### config.mk
export PLATFORM = sky130hd
export DESIGN_NAME = scvl_lerp
export DESIGN_NICKNAME = d
export VERILOG_FILES = /design/src/hdl/scvl_pkg.sv /design/src/hdl/scvl_lerp.sv
export SDC_FILE = /design/constraint.sdc
export NUM_CORES = 2
export LEC_CHECK = 0
export ABC_AREA = 1
export BUFFER_PORTS_ARGS = -buffer_cell sky130_fd_sc_hd__buf_2
export CAP_MARGIN = 20
export CORE_ASPECT_RATIO = 1.4
export CORE_UTILIZATION = 55
export CTS_CLUSTER_SIZE = 25
export DETAILED_ROUTE_END_ITERATION = 12
export HOLD_SLACK_MARGIN = 0.05
export PLACE_DENSITY = 0.69
export SKIP_CTS_REPAIR_TIMING = 1
export SYNTH_ARGS = -nofsm -noshare
export SYNTH_HDL_FRONTEND = slang
export SYNTH_SLANG_ARGS = --single-unit
export TNS_END_PERCENT = 5
### constraint.sdc
create_clock -name clk -period 14.63 [get_ports clk]
set_input_delay 0.7315 -clock clk [delete_from_list [all_inputs] [get_ports clk]]
set_output_delay 0.7315 -clock clk [all_outputs]
set_load 0.01 [all_outputs]
### src/hdl/scvl_pkg.sv
`timescale 1ns / 1ps
// ----------------------------------------------------------------------------
// scvl_pkg
// shared constants, codes and types of the sorted curve value lookup
// ----------------------------------------------------------------------------
package scvl_pkg;

  localparam int TABLE_DEPTH = 1024;
  localparam int SAMPLE_BITS = 32;

  localparam int IDX_W   = $clog2(TABLE_DEPTH);
  localparam int CNT_W   = $clog2(TABLE_DEPTH + 1);
  localparam int COUNT_W = 11;
  localparam int STYLE_W = 2;
  localparam int CFG_IDX_W = 2;
  localparam int CFG_DATA_W = COUNT_W;
  localparam int ENTRY_W = 2 * SAMPLE_BITS;

  // plot styles
  localparam logic [STYLE_W-1:0] STYLE_LINES   = 2'd0;
  localparam logic [STYLE_W-1:0] STYLE_LAGGING = 2'd1;
  localparam logic [STYLE_W-1:0] STYLE_LEADING = 2'd2;

  // configuration register indexes
  localparam logic [CFG_IDX_W-1:0] REG_PLOT_STYLE  = 2'd0;
  localparam logic [CFG_IDX_W-1:0] REG_INTERPOLATE = 2'd1;
  localparam logic [CFG_IDX_W-1:0] REG_POINT_COUNT = 2'd2;

  // request types
  localparam logic REQ_WRITE = 1'b0;
  localparam logic REQ_QUERY = 1'b1;

  typedef logic signed [SAMPLE_BITS-1:0] sample_t;

  // operands of one interpolation between points i and j
  typedef struct packed {
    sample_t q;
    sample_t xi;
    sample_t yi;
    sample_t xj;
    sample_t yj;
  } lerp_req_t;

endpackage

### src/hdl/scvl_lerp.sv
`timescale 1ns / 1ps
// ----------------------------------------------------------------------------
// scvl_lerp
// linear interpolation: one multiply, then a bit-serial divide and saturation
// ----------------------------------------------------------------------------
module scvl_lerp (
  input  logic               clk,
  input  logic               rst_n,
  input  logic               start,
  input  scvl_pkg::lerp_req_t req,
  output logic               done,
  output scvl_pkg::sample_t  value
);

  import scvl_pkg::*;

  localparam int DCNT_W = $clog2(SAMPLE_BITS);

  localparam logic [2:0] L_IDLE = 3'd0;
  localparam logic [2:0] L_MUL  = 3'd1;
  localparam logic [2:0] L_CHK  = 3'd2;
  localparam logic [2:0] L_DIV  = 3'd3;
  localparam logic [2:0] L_OUT  = 3'd4;

  localparam logic [SAMPLE_BITS-1:0] SIGN_BIT = {1'b1, {(SAMPLE_BITS-1){1'b0}}};

  logic [2:0]               state_r, state_nxt;
  logic [SAMPLE_BITS-1:0]   dy_r, dq_r, dx_r;
  logic                     neg_r;
  logic [SAMPLE_BITS-1:0]   y0b_r;
  logic [2*SAMPLE_BITS-1:0] prod_r;
  logic [SAMPLE_BITS-1:0]   rem_r, rem_nxt;
  logic [SAMPLE_BITS-1:0]   quo_r, quo_nxt;
  logic [DCNT_W-1:0]        cnt_r;
  logic                     sat_r;

  logic [SAMPLE_BITS:0]     dy_d, dq_d, dx_d;
  logic [SAMPLE_BITS:0]     dy_a, dq_a, dx_a;
  logic [SAMPLE_BITS:0]     trial, trial_sub;
  logic                     trial_ge;
  logic [SAMPLE_BITS-1:0]   res_b;

  // wide differences, sign bit on top
  assign dy_d = {req.yj[SAMPLE_BITS-1], req.yj} - {req.yi[SAMPLE_BITS-1], req.yi};
  assign dq_d = {req.q[SAMPLE_BITS-1], req.q} - {req.xi[SAMPLE_BITS-1], req.xi};
  assign dx_d = {req.xj[SAMPLE_BITS-1], req.xj} - {req.xi[SAMPLE_BITS-1], req.xi};
  assign dy_a = dy_d[SAMPLE_BITS] ? -dy_d : dy_d;
  assign dq_a = dq_d[SAMPLE_BITS] ? -dq_d : dq_d;
  assign dx_a = dx_d[SAMPLE_BITS] ? -dx_d : dx_d;

  // restoring divide step
  assign trial     = {rem_r, quo_r[SAMPLE_BITS-1]};
  assign trial_ge  = trial >= {1'b0, dx_r};
  assign trial_sub = trial - {1'b0, dx_r};
  assign rem_nxt   = trial_ge ? trial_sub[SAMPLE_BITS-1:0] : trial[SAMPLE_BITS-1:0];
  assign quo_nxt   = {quo_r[SAMPLE_BITS-2:0], trial_ge};

  // offset-binary result, clamped at both ends
  always_comb begin
    if (neg_r) begin
      res_b = (sat_r || quo_r > y0b_r) ? '0 : y0b_r - quo_r;
    end else begin
      res_b = (sat_r || quo_r > ~y0b_r) ? '1 : y0b_r + quo_r;
    end
  end

  assign done  = (state_r == L_OUT);
  assign value = sample_t'(res_b ^ SIGN_BIT);

  always_comb begin
    state_nxt = state_r;
    unique case (state_r)
      L_IDLE: if (start) state_nxt = L_MUL;
      L_MUL:  state_nxt = L_CHK;
      L_CHK:  state_nxt = (prod_r[2*SAMPLE_BITS-1:SAMPLE_BITS] >= dx_r) ? L_OUT : L_DIV;
      L_DIV:  if (cnt_r == DCNT_W'(SAMPLE_BITS - 1)) state_nxt = L_OUT;
      L_OUT:  state_nxt = L_IDLE;
      default: state_nxt = L_IDLE;
    endcase
  end

  always_ff @(posedge clk) begin
    if (!rst_n) begin
      state_r <= L_IDLE;
    end else begin
      state_r <= state_nxt;
    end
  end

  always_ff @(posedge clk) begin
    unique case (state_r)
      L_IDLE: begin
        dy_r  <= dy_a[SAMPLE_BITS-1:0];
        dq_r  <= dq_a[SAMPLE_BITS-1:0];
        dx_r  <= dx_a[SAMPLE_BITS-1:0];
        neg_r <= dy_d[SAMPLE_BITS] ^ dq_d[SAMPLE_BITS] ^ dx_d[SAMPLE_BITS];
        y0b_r <= req.yi ^ SIGN_BIT;
      end
      L_MUL: begin
        prod_r <= dy_r * dq_r;
      end
      L_CHK: begin
        // a quotient of full width or more always saturates
        sat_r <= prod_r[2*SAMPLE_BITS-1:SAMPLE_BITS] >= dx_r;
        rem_r <= prod_r[2*SAMPLE_BITS-1:SAMPLE_BITS];
        quo_r <= prod_r[SAMPLE_BITS-1:0];
        cnt_r <= '0;
      end
      L_DIV: begin
        rem_r <= rem_nxt;
        quo_r <= quo_nxt;
        cnt_r <= cnt_r + DCNT_W'(1);
      end
      default: begin
      end
    endcase
  end

endmodule

Yosys cells after proc, flatten, opt, wreduce, memory -nomap -nowiden
Cells that the tools add are included.

$add $sub $neg: 10. Multipliers: 1. Magnitude comparators: 4. Eq/ne operators: 7. Mux-type cells: 14. Bitwise logic cells: 5. Reduce and logical (&&, ||, !) cells: 5.

Operator list (number): 32-bit two-way mux (7); 32-bit case mux with 2 select lines (2); 32-bit by 32-bit subtractor with 33-bit output (3); 32-bit negator (3); 32-bit > comparator (2); 32-bit by 32-bit multiplier with 64-bit output (1); 32-bit subtractor (2); 33-bit by 32-bit >= comparator with 1-bit output (1); 32-bit adder (1); 32-bit >= comparator (1); 32-bit NOT (1); 3-bit case mux with 4 select lines (1); 5-bit case mux with 2 select lines (1); 3-bit two-way mux (3); 3-bit by 2-bit == test with 1-bit output (second input constant) (2); 5-bit by 1-bit adder with 5-bit output (second input constant) (1); 5-bit == test (second input constant) (1); 2-bit != test (second input constant) (2); 3-bit by 1-bit == test with 1-bit output (second input constant) (1); 3-bit == test (second input constant) (1); 3-bit zero test (1); 1-bit logical OR (2); 1-bit NOT (2); 2-bit AND reduction (1); other kinds (2) (3).

Register bits after elaboration: 266. Input bits: 163. Output and inout bits: 33. Logic and storage cells: 57.

Longest topological paths before layout
Word-level depth: 6. Mapped depth: 31. Gate-level depth less buffers: 30.

Worst setup path after synthesis
OpenSTA, ideal clock, no wires.

Path kind: flip-flop to flip-flop. Start point: register state_r[0]. End point: register state_r[2]. Setup time: 0.115 ns. Data arrival time: 10.142 ns. Required time: 14.515 ns. Path slack: 4.372 ns. Cell stages (with the launch flop): 7. Buffers on the path: 0. Clock period less this slack: 10.258 ns. Cell sequence: dfxtp_1 -> nor3_1 -> nand2_1 -> nand2_1 -> nor3_1 -> o21ai_0 -> inv_1.

Longest elaborated chain between the ends: 3. Elaborated cells between the ends (all ways): 8. Classes of those cells: 5 x eq/ne; 1 x mux; 2 x reduce/logical.

RTL lines: start: declaration (RTL line scvl_lerp.sv:27) `logic [2:0] state_r, state_nxt;`; start signal: assignment (RTL line scvl_lerp.sv:86) `state_r <= state_nxt;`; 3-bit by 2-bit == test with 1-bit output / 3-bit zero test (equally long branches) (RTL line scvl_lerp.sv:72) `unique case (state_r)`; 2-bit != test (no source line); 2-bit AND reduction (no source line).

Parallel ways exist; a longest one is shown, timed or not. A chain may end at the register's enable or synchronous reset.

Final worst setup path
Start point: register dq_r[9]. End point: register prod_r[44], data pin.

Longest elaborated chain between the ends: 1.

RTL lines: start: declaration (RTL line scvl_lerp.sv:28) `logic [SAMPLE_BITS-1:0] dy_r, dq_r, dx_r;`; start signal: assignment (RTL line scvl_lerp.sv:94) `dq_r <= dq_a[SAMPLE_BITS-1:0];`; 32-bit by 32-bit multiplier with 64-bit output (RTL line scvl_lerp.sv:100) `prod_r <= dy_r * dq_r;`; end signal: assignment (RTL line scvl_lerp.sv:100); end: declaration (RTL line scvl_lerp.sv:31) `logic [2*SAMPLE_BITS-1:0] prod_r;`.

Every way passes these cells.

==> results.md <==
- Dominant cell by count in the synthesized netlist: nand2_1
- First-pass GRT wire length: approximately 310000 um
- Initial cell density of the core: 0.5554
- CP Data Required Time: about 15 ns
- Wire per inst: 20.19 um
- Routed Antenna Nets: 0
- RSZ-0062 raised after global routing: false
- Clk pin slew, worst setup/hold paths: approximately 0.07 ns
- Commonest cells in the netlist: nand2_1 (2316), inv_1 (2199), fa_1 (902), ha_1 (493), nor2_1 (447)
- Critical path class: flop to flop
- Met1 global-route usage: 0.4036
- Drt drc: 0
- Slew Limit Headroom: 0.2941
- Reg area: roughly 0.008 mm^2
- Slowest CP cell: fa_1
- Hold WS: about 0.36 ns
- Worst slew pin tran: between 1 and 1.5 ns
- Inst Count DP: about 9800
- Worst-skew pair later-pin latency: about 0.58 ns
- Horiz. Die Dim: between 200 and 300 um
- Final Skew: around 0.025 ns
- Iter 0 DRT Violations: between 3000 and 4000
- EDFF count, synth: between 200 and 300
- Yosys top cell area share: 0.2989
- Mapped Area: around 0.06 mm^2
- GR peak layer: met2
- Fmax: about 130 MHz
- Setup TNS: 0 ns
- CP bufs+invs: 6
- Top post-synthesis cells by area: fa_1 (30%), nand2_1 (14%), inv_1 (14%)
- Largest net degree at the start of global routing: 100
- Number of global-route vias before repair: roughly 55000
- Die area: 0.1112 mm^2
- Predominant post-synthesis flop cell: edfxtp_1
- Status: finished, final reports clean
- Root buffer selected by CTS: clkbuf_16
- Multi-input gate area: 0.04324 mm^2
- Async S/R FF share, synth: 0
- Setup WS post-layout: ~7.0 ns
- Setup violations, final: 0
- Crit-path cells: buf_4, nand2_1, inv_1, fa_1, fa_1, inv_1, fa_1, fa_1, inv_1, fa_1, fa_1, fa_1, inv_1, fa_1, inv_1, ha_1, a21oi_1, o21ai_0, a21oi_1, nand2_1, a21boi_0, o21ai_0, xor2_1
- Post-place setup slack: roughly 6.9 ns
- DP HPWL: roughly 160000 um
- Final Cycle Share: 0.5196
- Core area: approximately 0.11 mm^2
- Synthesis warning total: 0
- Crit-path leading delay family: adder cells
- Seq/Total Area, Yosys: 0.1317
- Port-buffer cells: just under 200
- Routability Congestion: approximately 1
- DR vias: 53190
- Hold Path Origin: req[68]
- Cells after synthesis: around 8300
- Clock sink total: 266
- Layout cells sized above 1: 0.04974
- Final Hold Viols: 0
- R2R Setup Slk: between 7 and 8 ns
- CP arrival: 7.92 ns
- Chip height: 394.2 um
- Fill count: ~10000
- Final cell count without fillers: approximately 9800
- Yosys top cell by area: fa_1
- Initial antenna violation count: 3
- Max_cap viols: 0
- R2R Path End: prod_r[44]
- GR Util All Layers: 0.3640
- H-tree Lvls: 2
- I/O pin count: 196
- WL final: roughly 200000 um
- Worst setup EP type: flop
- Max Fanout on Critical Path: 32
- Hold depth: 1
- CTS tree: done
- Reg-to-Reg Start: dq_r[9]
- Synth cell types: 61
- HP Class: input port to flop
- Vias per cell: 5.418
- Tmin final: between 7 and 8 ns
- Avg Synthesized Cell Area: between 7 and 8 um^2
- Grt ovf: 0
- Met3 usage: 0.04327
- Slowest stage delay, CP: roughly 0.62 ns
- Mapped Nets: 9838
- Area growth, synth to finish: 5.962%
- CP dominant cell by count: fa_1
- CP Launch Type: flop
- Max Slew Vio Count: 0
- Grt met2 use: 0.6349
- Rows: between 100 and 150
- Synthesis-stage register bit count: ~270
- Total CTS buffers: 34
- FF-to-FF path depth: 23
- Nets: between 9000 and 10000
- DRT Pass-1 Iters: 6
- Hold Path End: y0b_r[4]
- CTS Buffer Depth: 3
==> layer usage <==
layer	part of all wire	wire [um]
met5	0	0
met4	0.089	17680
met3	0.061	12170
met2	0.50	98590
met1	0.35	69810
==> area by class of cell <==
cell class,instances,area share
Clock inverter,23,0.004221
Clock buffer,38,0.01352
Timing Repair Buffer,269,0.02486
Multi-Input combinational cell,5562,0.6753
Antenna cell,3,0.0001173
Tap cell,1450,0.02834
Sequential cell,266,0.1243
Inverter,2206,0.1293
==> stage by stage <==
stage                 util  area (um^2)
finish              0.5885        64020
global placement    0.5773        62800
CTS                 0.5877        63930
detailed placement  0.5773        62800
floorplan                -        60420
global route        0.5885        64020
==> registers in the layout (all words and copies together) (netlist names) <==
name,flops
dy_r,32
quo_r,32
sat_r,1
state_r,3
dx_r,32
neg_r,1
cnt_r,5
y0b_r,32
prod_r,64
rem_r,32
dq_r,32
==> cells in the final DEF (no fill, tap or decap), types with 14 or more instances in the layout <==
cell type	n
buf_2	195
a21oi_1	303
nor3_1	56
nor2_1	445
ha_1	493
nand2_1	2316
o211ai_1	16
nand4_1	42
o21ai_0	269
nand3b_1	22
nor2_2	14
nand2_2	24
a31oi_1	25
o21bai_1	26
clkbuf_16	34
xor2_1	162
xnor2_1	56
buf_4	71
a21o_1	29
edfxtp_1	263
inv_1	2198
fa_1	902
nand3_1	243
==> cell families after synthesis <==
kind of cell             Yosys count  synth area share
AO/OA/AOI/OAI                    730           0.06656
adder cells (fa/ha/maj)         1395            0.4010
AND/OR/NAND/NOR                 3212            0.2141
XOR/XNOR                         225           0.03355
flip-flops                       266            0.1317
buffers and inverters           2452            0.1532
==> worst max-delay path by stage <==
stage | from | to | cells after the start
6_report | dq_r[9] | prod_r[44] | 23
3_3_place_gp | dq_r[2] | prod_r[61] | 21
3_5_place_dp | dq_r[3] | prod_r[44] | 26
4_1_cts | dq_r[3] | prod_r[44] | 26
5_1_grt | dq_r[9] | prod_r[40] | 25
2_1_floorplan | state_r[0] | state_r[2] | 6
Power is not shown: default switching activity piles up to over one toggle a cycle in this logic, so the estimate is an artifact.
